File: src/fpp_pkg.sv
`default_nettype none
package fpp_pkg;

   localparam int GAIN_W      = 16;
   localparam int LIMIT_W     = 23;
   localparam int DRIVE_W     = 32;
   localparam int WEIGHT_BITS = 8;
   localparam int GAIN_FRAC   = 8;
   localparam int CSR_IDX_W   = 2;
   localparam int RSP_W       = ((DRIVE_W + 1 + 7) / 8) * 8;

   localparam logic signed [GAIN_W-1:0] WEIGHT_NEW = 16'sd179;
   localparam logic signed [GAIN_W-1:0] WEIGHT_OLD = 16'sd77;

   typedef enum logic [CSR_IDX_W-1:0] {
      CSR_GAIN_P      = 2'd0,
      CSR_GAIN_I      = 2'd1,
      CSR_GAIN_D      = 2'd2,
      CSR_INTEG_LIMIT = 2'd3
   } csr_index_type;

   typedef enum logic [3:0] {
      ST_IDLE,
      ST_MUL_NEW,
      ST_MUL_OLD,
      ST_ERR,
      ST_INTEG,
      ST_MUL_I,
      ST_MUL_D,
      ST_SUM,
      ST_OUT
   } ctrl_state_type;

   typedef enum logic [2:0] {
      MUL_NEW,
      MUL_OLD,
      MUL_P,
      MUL_I,
      MUL_D
   } mul_sel_type;

   typedef struct packed {
      logic        load_in;
      logic        mul_en;
      mul_sel_type mul_sel;
      logic        acc_load;
      logic        acc_add;
      logic        err_en;
      logic        integ_en;
      logic        out_load;
   } dp_cmd_type;

   typedef struct packed {
      logic out_free;
   } dp_status_type;

endpackage
`default_nettype wire

File: src/filtered_position_pid.sv
// Channel  Direction  Transaction
// req_     in         tdata = measured_position, target_position (from bit 0 up)
// rsp_     out        tdata = drive, integral_clamped (from bit 0 up)
// csr_     in         write of one gain or the integral limit per enabled cycle
//
// An accepted item passes through the steps MUL_NEW, MUL_OLD, ERR, INTEG, MUL_I,
// MUL_D, SUM and OUT to the result register, and no item is accepted meanwhile:
// one shared 16-bit-gain multiplier runs five products in turn (two filter taps,
// P, I, D).
// A new item is accepted only once the previous one has reached the output
// register; the result waits there while the next item computes.
// A stalled result holds the controller in its final step.
// Reset is synchronous; it clears gains, limit, filter, previous error, integral and output valid.
`default_nettype none
module filtered_position_pid
   import fpp_pkg::*;
#(
   parameter int POSITION_WIDTH = 16,
   parameter int FRAC_BITS      = 8
) (
   input  wire logic                                        clock,
   input  wire logic                                        reset,
   input  wire logic                                        req_tvalid,
   output logic                                             req_tready,
   // measured_position, target_position
   input  wire logic [((2*POSITION_WIDTH+7)/8)*8-1:0]       req_tdata,
   output logic                                             rsp_tvalid,
   input  wire logic                                        rsp_tready,
   // drive, integral_clamped
   output logic [RSP_W-1:0]                                 rsp_tdata,
   input  wire logic                                        csr_wen,
   input  wire logic [CSR_IDX_W-1:0]                        csr_addr,
   input  wire logic [LIMIT_W-1:0]                          csr_wdata
);

   dp_cmd_type         cmd;
   dp_status_type      status;
   logic [DRIVE_W-1:0] drive;
   logic               integral_clamped;

   fpp_ctrl u_ctrl (
      .clock      (clock),
      .reset      (reset),
      .req_tvalid (req_tvalid),
      .req_tready (req_tready),
      .status     (status),
      .cmd        (cmd)
   );

   fpp_dp #(
      .POSITION_WIDTH (POSITION_WIDTH),
      .FRAC_BITS      (FRAC_BITS)
   ) u_dp (
      .clock             (clock),
      .reset             (reset),
      .cmd               (cmd),
      .status            (status),
      .measured_position (req_tdata[POSITION_WIDTH-1:0]),
      .target_position   (req_tdata[2*POSITION_WIDTH-1:POSITION_WIDTH]),
      .csr_wen           (csr_wen),
      .csr_addr          (csr_addr),
      .csr_wdata         (csr_wdata),
      .drive             (drive),
      .integral_clamped  (integral_clamped),
      .rsp_valid         (rsp_tvalid),
      .rsp_ready         (rsp_tready)
   );

   assign rsp_tdata = {{(RSP_W - DRIVE_W - 1){1'b0}}, integral_clamped, drive};

`ifndef SYNTHESIS
   a_one_at_a_time: assert property (@(posedge clock) disable iff (reset)
      (req_tvalid && req_tready) |=> !req_tready)
      else $error("new transaction accepted while one is in progress");

   a_no_instant_result: assert property (@(posedge clock) disable iff (reset)
      (req_tvalid && req_tready) |=> !$rose(rsp_tvalid))
      else $error("result appeared one cycle after acceptance");

   a_reset_idle: assert property (@(posedge clock)
      reset |=> (!rsp_tvalid && req_tready))
      else $error("block not idle after reset");
`endif

endmodule
`default_nettype wire

File: src/fpp_ctrl.sv
`default_nettype none
module fpp_ctrl
   import fpp_pkg::*;
(
   input  wire logic          clock,
   input  wire logic          reset,
   input  wire logic          req_tvalid,
   output logic               req_tready,
   input  wire dp_status_type status,
   output dp_cmd_type         cmd
);

   ctrl_state_type state_ff, state_in;

   always_ff @(posedge clock) begin
      if (reset) begin
         state_ff <= ST_IDLE;
      end else begin
         state_ff <= state_in;
      end
   end

   always_comb begin
      state_in = state_ff;
      case (state_ff)
         ST_IDLE:    if (req_tvalid) state_in = ST_MUL_NEW;
         ST_MUL_NEW: state_in = ST_MUL_OLD;
         ST_MUL_OLD: state_in = ST_ERR;
         ST_ERR:     state_in = ST_INTEG;
         ST_INTEG:   state_in = ST_MUL_I;
         ST_MUL_I:   state_in = ST_MUL_D;
         ST_MUL_D:   state_in = ST_SUM;
         ST_SUM:     state_in = ST_OUT;
         ST_OUT:     if (status.out_free) state_in = ST_IDLE;
         default:    state_in = ST_IDLE;
      endcase
   end

   always_comb begin
      cmd        = '0;
      cmd.mul_sel = MUL_NEW;
      req_tready = 1'b0;
      case (state_ff)
         ST_IDLE: begin
            req_tready  = 1'b1;
            cmd.load_in = req_tvalid;
         end
         ST_MUL_NEW: begin
            cmd.mul_en  = 1'b1;
            cmd.mul_sel = MUL_NEW;
         end
         ST_MUL_OLD: begin
            cmd.mul_en   = 1'b1;
            cmd.mul_sel  = MUL_OLD;
            cmd.acc_load = 1'b1;
         end
         ST_ERR: begin
            cmd.err_en = 1'b1;
         end
         ST_INTEG: begin
            cmd.integ_en = 1'b1;
            cmd.mul_en   = 1'b1;
            cmd.mul_sel  = MUL_P;
         end
         ST_MUL_I: begin
            cmd.mul_en   = 1'b1;
            cmd.mul_sel  = MUL_I;
            cmd.acc_load = 1'b1;
         end
         ST_MUL_D: begin
            cmd.mul_en  = 1'b1;
            cmd.mul_sel = MUL_D;
            cmd.acc_add = 1'b1;
         end
         ST_SUM: begin
            cmd.acc_add = 1'b1;
         end
         ST_OUT: begin
            cmd.out_load = status.out_free;
         end
         default: begin
            cmd = '0;
         end
      endcase
   end

endmodule
`default_nettype wire

File: src/fpp_dp.sv
`default_nettype none
module fpp_dp
   import fpp_pkg::*;
#(
   parameter int POSITION_WIDTH = 16,
   parameter int FRAC_BITS      = 8
) (
   input  wire logic                        clock,
   input  wire logic                        reset,
   input  wire dp_cmd_type                  cmd,
   output dp_status_type                    status,
   input  wire logic [POSITION_WIDTH-1:0]   measured_position,
   input  wire logic [POSITION_WIDTH-1:0]   target_position,
   input  wire logic                        csr_wen,
   input  wire logic [CSR_IDX_W-1:0]        csr_addr,
   input  wire logic [LIMIT_W-1:0]          csr_wdata,
   output logic [DRIVE_W-1:0]               drive,
   output logic                             integral_clamped,
   output logic                             rsp_valid,
   input  wire logic                        rsp_ready
);

   localparam int POS_Q_W  = POSITION_WIDTH + FRAC_BITS;
   localparam int ERR_W    = POS_Q_W + 1;
   localparam int DERIV_W  = ERR_W + 1;
   localparam int INTEG_W  = LIMIT_W + FRAC_BITS + 1;
   localparam int SUM_W    = ((INTEG_W > ERR_W) ? INTEG_W : ERR_W) + 1;
   localparam int LIM_PAD  = SUM_W - LIMIT_W - FRAC_BITS;
   localparam int MUL_A_W  = (INTEG_W > DERIV_W) ? INTEG_W : DERIV_W;
   localparam int PROD_W   = MUL_A_W + GAIN_W;
   localparam int ACC_W    = PROD_W + 2;
   localparam int TRUNC_SH = GAIN_FRAC + FRAC_BITS;
   localparam int QUOT_W   = ACC_W - TRUNC_SH;
   localparam logic [ACC_W-1:0] RND_MASK = {{(ACC_W - TRUNC_SH){1'b0}}, {TRUNC_SH{1'b1}}};

   // configuration
   logic signed [GAIN_W-1:0]  gain_p_ff, gain_p_in;
   logic signed [GAIN_W-1:0]  gain_i_ff, gain_i_in;
   logic signed [GAIN_W-1:0]  gain_d_ff, gain_d_in;
   logic [LIMIT_W-1:0]        limit_ff,  limit_in;

   // loop state
   logic signed [POS_Q_W-1:0] filt_ff,  filt_in;
   logic signed [ERR_W-1:0]   prev_ff,  prev_in;
   logic signed [INTEG_W-1:0] integ_ff, integ_in;

   // working registers
   logic signed [POSITION_WIDTH-1:0] meas_ff, meas_in;
   logic signed [POSITION_WIDTH-1:0] targ_ff, targ_in;
   logic signed [ERR_W-1:0]   err_ff,   err_in;
   logic signed [DERIV_W-1:0] deriv_ff, deriv_in;
   logic                      clamp_ff, clamp_in;
   logic signed [PROD_W-1:0]  prod_ff,  prod_in;
   logic signed [ACC_W-1:0]   acc_ff,   acc_in;

   // output register
   logic [DRIVE_W-1:0]        drive_ff,  drive_in;
   logic                      oclamp_ff, oclamp_in;
   logic                      ovalid_ff, ovalid_in;

   logic signed [POS_Q_W-1:0] meas_q, targ_q, filt;
   logic signed [MUL_A_W-1:0] mul_a;
   logic signed [GAIN_W-1:0]  mul_b;
   logic signed [ACC_W-1:0]   fsum;
   logic signed [SUM_W-1:0]   sum, lim_pos, lim_neg, sum_sat;
   logic                      sum_hi, sum_lo;
   logic [ACC_W-1:0]          acc_adj;
   logic [QUOT_W-1:0]         quot;
   logic                      quot_ovf;

   assign status.out_free  = !ovalid_ff || rsp_ready;
   assign drive            = drive_ff;
   assign integral_clamped = oclamp_ff;
   assign rsp_valid        = ovalid_ff;

   assign meas_q = $signed({meas_ff, {FRAC_BITS{1'b0}}});
   assign targ_q = $signed({targ_ff, {FRAC_BITS{1'b0}}});

   // shared multiplier operand select
   always_comb begin
      mul_a = '0;
      mul_b = '0;
      case (cmd.mul_sel)
         MUL_NEW: begin
            mul_a = MUL_A_W'(meas_q);
            mul_b = WEIGHT_NEW;
         end
         MUL_OLD: begin
            mul_a = MUL_A_W'(filt_ff);
            mul_b = WEIGHT_OLD;
         end
         MUL_P: begin
            mul_a = MUL_A_W'(err_ff);
            mul_b = gain_p_ff;
         end
         MUL_I: begin
            mul_a = MUL_A_W'(integ_ff);
            mul_b = gain_i_ff;
         end
         MUL_D: begin
            mul_a = MUL_A_W'(deriv_ff);
            mul_b = gain_d_ff;
         end
         default: begin
            mul_a = '0;
            mul_b = '0;
         end
      endcase
   end

   // filter: floor of the weighted sum over the weight scale
   assign fsum = acc_ff + ACC_W'(prod_ff);
   assign filt = $signed(fsum[WEIGHT_BITS +: POS_Q_W]);

   // integral with clamp
   assign sum     = SUM_W'(integ_ff) + SUM_W'(err_ff);
   assign lim_pos = $signed({{LIM_PAD{1'b0}}, limit_ff, {FRAC_BITS{1'b0}}});
   assign lim_neg = -lim_pos;
   assign sum_hi  = sum > lim_pos;
   assign sum_lo  = sum < lim_neg;
   assign sum_sat = sum_hi ? lim_pos : (sum_lo ? lim_neg : sum);

   // drive: truncate toward zero, then saturate
   assign acc_adj  = acc_ff[ACC_W-1] ? (acc_ff + RND_MASK) : acc_ff;
   assign quot     = acc_adj[ACC_W-1:TRUNC_SH];
   assign quot_ovf = !((&quot[QUOT_W-1:DRIVE_W-1]) || !(|quot[QUOT_W-1:DRIVE_W-1]));

   always_comb begin
      gain_p_in = gain_p_ff;
      gain_i_in = gain_i_ff;
      gain_d_in = gain_d_ff;
      limit_in  = limit_ff;
      if (csr_wen) begin
         case (csr_index_type'(csr_addr))
            CSR_GAIN_P:      gain_p_in = $signed(csr_wdata[GAIN_W-1:0]);
            CSR_GAIN_I:      gain_i_in = $signed(csr_wdata[GAIN_W-1:0]);
            CSR_GAIN_D:      gain_d_in = $signed(csr_wdata[GAIN_W-1:0]);
            CSR_INTEG_LIMIT: limit_in  = csr_wdata;
            default:         limit_in  = limit_ff;
         endcase
      end

      meas_in = cmd.load_in ? $signed(measured_position) : meas_ff;
      targ_in = cmd.load_in ? $signed(target_position) : targ_ff;

      prod_in = cmd.mul_en ? PROD_W'(mul_a * mul_b) : prod_ff;

      acc_in = acc_ff;
      if (cmd.acc_load) begin
         acc_in = ACC_W'(prod_ff);
      end else if (cmd.acc_add) begin
         acc_in = fsum;
      end

      filt_in = cmd.err_en ? filt : filt_ff;
      err_in  = cmd.err_en ? (ERR_W'(filt) - ERR_W'(targ_q)) : err_ff;

      integ_in = integ_ff;
      prev_in  = prev_ff;
      deriv_in = deriv_ff;
      clamp_in = clamp_ff;
      if (cmd.integ_en) begin
         integ_in = sum_sat[INTEG_W-1:0];
         prev_in  = err_ff;
         deriv_in = DERIV_W'(err_ff) - DERIV_W'(prev_ff);
         clamp_in = sum_hi || sum_lo;
      end

      drive_in  = drive_ff;
      oclamp_in = oclamp_ff;
      ovalid_in = ovalid_ff;
      if (cmd.out_load) begin
         if (quot_ovf) begin
            drive_in = quot[QUOT_W-1] ? {1'b1, {(DRIVE_W-1){1'b0}}}
                                      : {1'b0, {(DRIVE_W-1){1'b1}}};
         end else begin
            drive_in = quot[DRIVE_W-1:0];
         end
         oclamp_in = clamp_ff;
         ovalid_in = 1'b1;
      end else if (rsp_ready) begin
         ovalid_in = 1'b0;
      end
   end

   always_ff @(posedge clock) begin
      if (reset) begin
         gain_p_ff <= '0;
         gain_i_ff <= '0;
         gain_d_ff <= '0;
         limit_ff  <= '0;
         filt_ff   <= '0;
         prev_ff   <= '0;
         integ_ff  <= '0;
         ovalid_ff <= 1'b0;
      end else begin
         gain_p_ff <= gain_p_in;
         gain_i_ff <= gain_i_in;
         gain_d_ff <= gain_d_in;
         limit_ff  <= limit_in;
         filt_ff   <= filt_in;
         prev_ff   <= prev_in;
         integ_ff  <= integ_in;
         ovalid_ff <= ovalid_in;
      end
   end

   always_ff @(posedge clock) begin
      meas_ff   <= meas_in;
      targ_ff   <= targ_in;
      prod_ff   <= prod_in;
      acc_ff    <= acc_in;
      err_ff    <= err_in;
      deriv_ff  <= deriv_in;
      clamp_ff  <= clamp_in;
      drive_ff  <= drive_in;
      oclamp_ff <= oclamp_in;
   end

endmodule
`default_nettype wire
File: config.mk
export PLATFORM = sky130hd
export DESIGN_NAME = filtered_position_pid
export DESIGN_NICKNAME = d
export VERILOG_FILES = /design/src/fpp_pkg.sv /design/src/filtered_position_pid.sv /design/src/fpp_ctrl.sv /design/src/fpp_dp.sv
export SDC_FILE = /design/constraint.sdc
export NUM_CORES = 2
export LEC_CHECK = 0
export ABC_AREA = 1
export BUFFER_PORTS_ARGS = -buffer_cell sky130_fd_sc_hd__buf_4
export CAP_MARGIN = 20
export CORE_ASPECT_RATIO = 1.4
export CORE_MARGIN = 2
export CORE_UTILIZATION = 54
export CTS_BUF_LIST = sky130_fd_sc_hd__clkbuf_8
export DETAILED_ROUTE_END_ITERATION = 12
export PLACE_DENSITY = 0.69
export SYNTH_ARGS = -nofsm -noshare
export SYNTH_HDL_FRONTEND = slang
export SYNTH_HIERARCHICAL = 1
export SYNTH_SLANG_ARGS = --single-unit
File: constraint.sdc
create_clock -name clock -period 12 [get_ports clock]
set_input_delay 1.8 -clock clock [delete_from_list [all_inputs] [get_ports clock]]
set_output_delay 1.8 -clock clock [all_outputs]
set_load 0.05 [all_outputs]
; After elaboration in Yosys (flattened, before gate mapping)
; Index checks and enable logic that the tools add are counted.
[word_totals]
output_inout_bits = 42
wordCells = 85
register_bits = 372
in_bits = 62
[op_classes]
eq_ne = 17
reduce_logical = 19
magnitude_cmp = 2
mul = 1
n_mux = 22
n_addsub = 6
[op_table]
columns = op, count
row1 = 32-bit case mux with 5 select lines, 1
row2 = 50-bit two-way mux, 3
row3 = 32-bit two-way mux, 4
row4 = 16-bit case mux with 5 select lines, 1
row5 = "50-bit by 16-bit adder with 50-bit output, second input constant", 1
row6 = 50-bit by 48-bit adder with 50-bit output, 1
row7 = 32-bit by 16-bit multiplier with 48-bit output, 1
row8 = 4-bit case mux with 9 select lines, 1
row9 = 32-bit by 25-bit adder with 33-bit output, 1
row10 = 33-bit by 32-bit > comparator with 1-bit output, 1
row11 = 33-bit < comparator, 1
row12 = 31-bit negator with 33-bit output, 1
row13 = 25-bit by 25-bit subtractor with 26-bit output, 1
row14 = 24-bit by 24-bit subtractor with 25-bit output, 1
row15 = 4-bit case mux with 5 select lines, 1
row16 = "4-bit by 3-bit == test with 1-bit output, second input constant", 4
row17 = 2-bit AND reduction, 5
row18 = 1-bit two-way mux, 9
row19 = "4-bit by 2-bit == test with 1-bit output, second input constant", 2
row20 = 4-bit two-way mux, 2
row21 = "3-bit by 2-bit == test with 1-bit output, second input constant", 2
row22 = "2-bit == test, second input constant", 2
row23 = "4-bit by 1-bit == test with 1-bit output, second input constant", 1
row24 = "4-bit == test, second input constant", 1
row25 = 14 further kinds, 19

; Depth between registers and ports, before layout
[depth]
depth_word = 6
ltp_mapped = 39
depth_no_buf = 37

; Hierarchy
; Netlist, hierarchy kept.
[modules_own_cells]
columns = mod, cells_per_inst, instances, area_per_inst_um2, seq_area_each_um2
row1 = fpp_dp, 5054, 1, 40486.3, 9519.1
row2 = fpp_ctrl, 46, 1, 275.3, 80.1
row3 = filtered_position_pid, 9, 1, 63.8, 0.0

; Least setup slack after synthesis
; OpenSTA, ideal clock, no wires.
[synth_timing]
path_type = register to register
start = reg u_ctrl.state_ff[3]
end = reg u_dp.prod_ff[47] (data pin)
period_less_slack_ps = 7618
slack_ps = 4382
stages_incl_launch_ff = 29
setup_ps = 262
t_arrival_ps = 7356
t_required_ps = 11738
path_buffers = 3
path_cell_list = dfxtp_1 nor2_1 nand2_1 a21oi_1 inv_1 nor3_1 clkbuf_1 buf_2 a21oi_1 clkbuf_1 nor2_1 inv_1 fa_1 inv_1 fa_1 fa_1 fa_1 fa_1 inv_1 fa_1 inv_1 ha_1 inv_1 nor3_1 inv_1 o21ai_0 nor2_1 a21oi_1 xor2_1
[synth_lines]
columns = element, line_no
row1 = start: declaration, fpp_ctrl.sv:13  ; ctrl_state_type state_ff, state_in;
row2 = start signal: assignment, fpp_ctrl.sv:19  ; state_ff <= state_in;
row3 = end signal: assignment, fpp_dp.sv:211  ; prod_ff <= prod_in;
row4 = end: declaration, fpp_dp.sv:53  ; logic signed [PROD_W-1:0] prod_ff, prod_in;

==> impl_metrics.tcl <==
set metrics [dict create \
    run_status "complete, no violations" \
    overflow 0 \
    post_cts_setup_driven_buffer_insertion_count 0 \
    worst_path_most_repeated_cell "inv_1" \
    number_of_enable_type_register_cells_in_the_synthesized_netlist 215 \
    cts-buffers-inserted 61 \
    final.setup_skew_ns 0.0454 \
    dp_hpwl_mm 98.5 \
    maxCapViolCount 0 \
    grt_first_pass_wirelength_mm 192 \
    hold_path_class "flop to flop" \
    synth_cell_type_count 55 \
    criticalPathCategory "flop to flop" \
    tmin_final_ns 9.15 \
    netlist_area_sq_um 40800 \
    drive_above_1_share_pct 5.85 \
    arrival_ns 9.58 \
    post_cts_hold_buffer_count 0 \
    ys_async_sr_fraction_pct 0 \
    ant_nets 0 \
    synth_sequential_area_ratio_pct 23.5 \
    antenna_found_initial 1 \
    delay_contributed_by_the_slowest_stage_of_the_critical_path_ns 0.65 \
    dr.pass1.iters 6 \
    port-buffer-count 96 \
    placed_cells 6099 \
    critPathCaptureType "flop" \
    wl_per_cell_microns 19.8 \
    cts_tree "done" \
    clock-root-buffer "clkbuf_8" \
    report.final.slew_viol_count 0 \
    final_cell_mix "1065 x inv_1, 903 x nand2_1, 592 x nor2_1" \
    syn_inst 5109 \
    start_util_pct 54.4 \
    relSlewSlack_pct 25.2 \
    final_common_cell "inv_1" \
    clock_insertion_delay_worst_skew_ns 0.71 \
    finalWeightedCongestion 0.995 \
    critPathLaunchType "flop" \
    area_growth_pct 8.20 \
    detailedRoute.firstIterationViolations 2298 \
    rsz0062_at_grt "no" \
    setup_viol 0 \
    coreArea_sq_um 75000 \
    htree_levels 2 \
    finalNetCount 6035 \
    cts.path.max_buffers 3 \
    viasPerCell 5.51 \
    required_ns 12.43 \
    crit_slowest_cell "inv_1" \
    std_cell_rows 119 \
    grt_pass1_vias 35414 \
    cts.reportedPaths.clkPinSlew_ns 0.06 \
    vias 34241 \
    max_freq_mhz 109 \
    floorplan_die_height_microns 329 \
    post-route-worst-setup-slack_ns 2.85 \
    ctsResizeCount 0 \
    total_detailed_routing_wirelength_mm 123 \
    top_level_ports 104 \
    final-instance-count-excl-fill 6219 \
    tightest_slew_ns 1.12 \
    synthesis.yosys.warnings 6 \
    fin_setup_tns_ns 0 \
    numClockSinks 372 \
    timing.final.crit_share_pct 76.2 \
    postSynthRegisterBits 372 \
    grt_start_max_net_pins 101 \
    dp_slack_ns 2.64 \
    report.final.hold_viol_count 0 \
    die_w_microns 236 \
    die_area_sq_um 77800 \
    synth_ff_type "edfxtp_1" \
    groute.usage.overall_pct 32.2 \
    critical_path.max_fanout 29 \
    synth.avg_cell_area_sq_um 7.99 \
    drc 0 \
]
## final cells by class
type	count	area [sq um]
Antenna cell	1	2.50
Clock buffer	71	977
Clock inverter	44	399
Fill cell	7020	30900
Inverter	1063	3990
Multi-Input combinational cell	3539	26800
Sequential cell	372	9600
Tap cell	968	1210
Timing Repair Buffer	161	1230
## Yosys cell counts, types with 6 or more instances
master    instances  share of area, %
fa_1            490                24
clkinv_1          7             0.064
a211oi_1          6              0.11
nand4_1          34              0.52
a21boi_0          8              0.15
nor3_1           43              0.53
o211ai_1         24              0.44
a21o_1           12              0.22
nor4_1           10              0.15
o21ai_1           6             0.074
buf_2            13              0.16
xor2_1          131               2.8
or2_2            11              0.17
a31oi_1          45              0.69
edfxtp_1        215                16
dfxtp_1         157               7.7
nand3_1         115               1.4
o21bai_1         14              0.26
nor2_1          594               5.5
ha_1            285               8.7
o22ai_1          14              0.21
a21oi_1         365               4.5
buf_4            11              0.20
nand2_1         903               8.3
inv_2             6             0.055
o21a_1           15              0.28
clkbuf_1        111               1.0
o21ai_0         277               3.4
inv_1          1050               9.7
a22o_1           21              0.45
xnor2_1          58               1.2
## metrics by stage
| stage | area (sq um) | utilization [%] | hold slack (ns) |
|---|---|---|---|
| 6_report | 44200 | 58.9 | 0.430 |
| 5_1_grt | 44200 | 58.9 | 0.402 |
| 4_1_cts | 44100 | 58.8 | 0.426 |
| 3_5_place_dp | 42700 | 57.0 | 0.444 |
| 3_3_place_gp | 42700 | 56.9 | 0.435 |
| 2_1_floorplan | 40800 | - | 0.400 |
## logic make-up after synthesis
logic type,synth area share [%]
AND/OR/NAND/NOR,17.3
buffers and inverters,11.3
AO/OA/AOI/OAI,11.1
adder cells (fa/ha/maj),32.8
flip-flops,23.5
XOR/XNOR,4.05
other,0.00919
## worst paths after layout
kind / cells past startpoint / startpoint / slack (ns) / end
setup / recovery: 30 / u_ctrl/state_ff[3] / 2.85 / u_dp/prod_ff[27]
hold / removal: 0 / u_dp/clamp_ff / 0.43 / u_dp/integral_clamped
setup reg to reg: 30 / u_ctrl/state_ff[3] / 2.85 / u_dp/prod_ff[27]
hold reg to reg: 0 / u_dp/clamp_ff / 0.43 / u_dp/integral_clamped
## registers in the layout, summed over array words and instances, names as in the netlist, 23 cells and up
register and count:
u_dp/acc_ff 50, u_dp/deriv_ff 26, u_dp/drive 32, u_dp/err_ff 25
u_dp/filt_ff 24, u_dp/integ_ff 32, u_dp/limit_ff 23, u_dp/prev_ff 25
u_dp/prod_ff 48
## worst max-delay path: cells and delay by family, from the launching register on
family | cells | cell delay [ns]
flops | 1 | 0.35
compound gates | 8 | 2.27
fa+ha+maj | 7 | 2.88
buf+inv | 7 | 1.79
simple gates | 7 | 1.40
xor+xnor | 1 | 0.17
## metal layers
layer / GRT usage, % / wire, microns / share of wire (%) / vias to the layer above
li1: - / - / - / 16168
met1: 34.6 / 44000 / 36 / 16450
met2: 57.6 / 61500 / 50 / 1163
met3: 4.53 / 6460 / 5.3 / 460
met4: 24.3 / 11000 / 9.0 / 0
met5: 0 / 0 / 0 / -
Power is not shown: default switching activity piles up to over one toggle a cycle in this logic, so the estimate is an artifact.
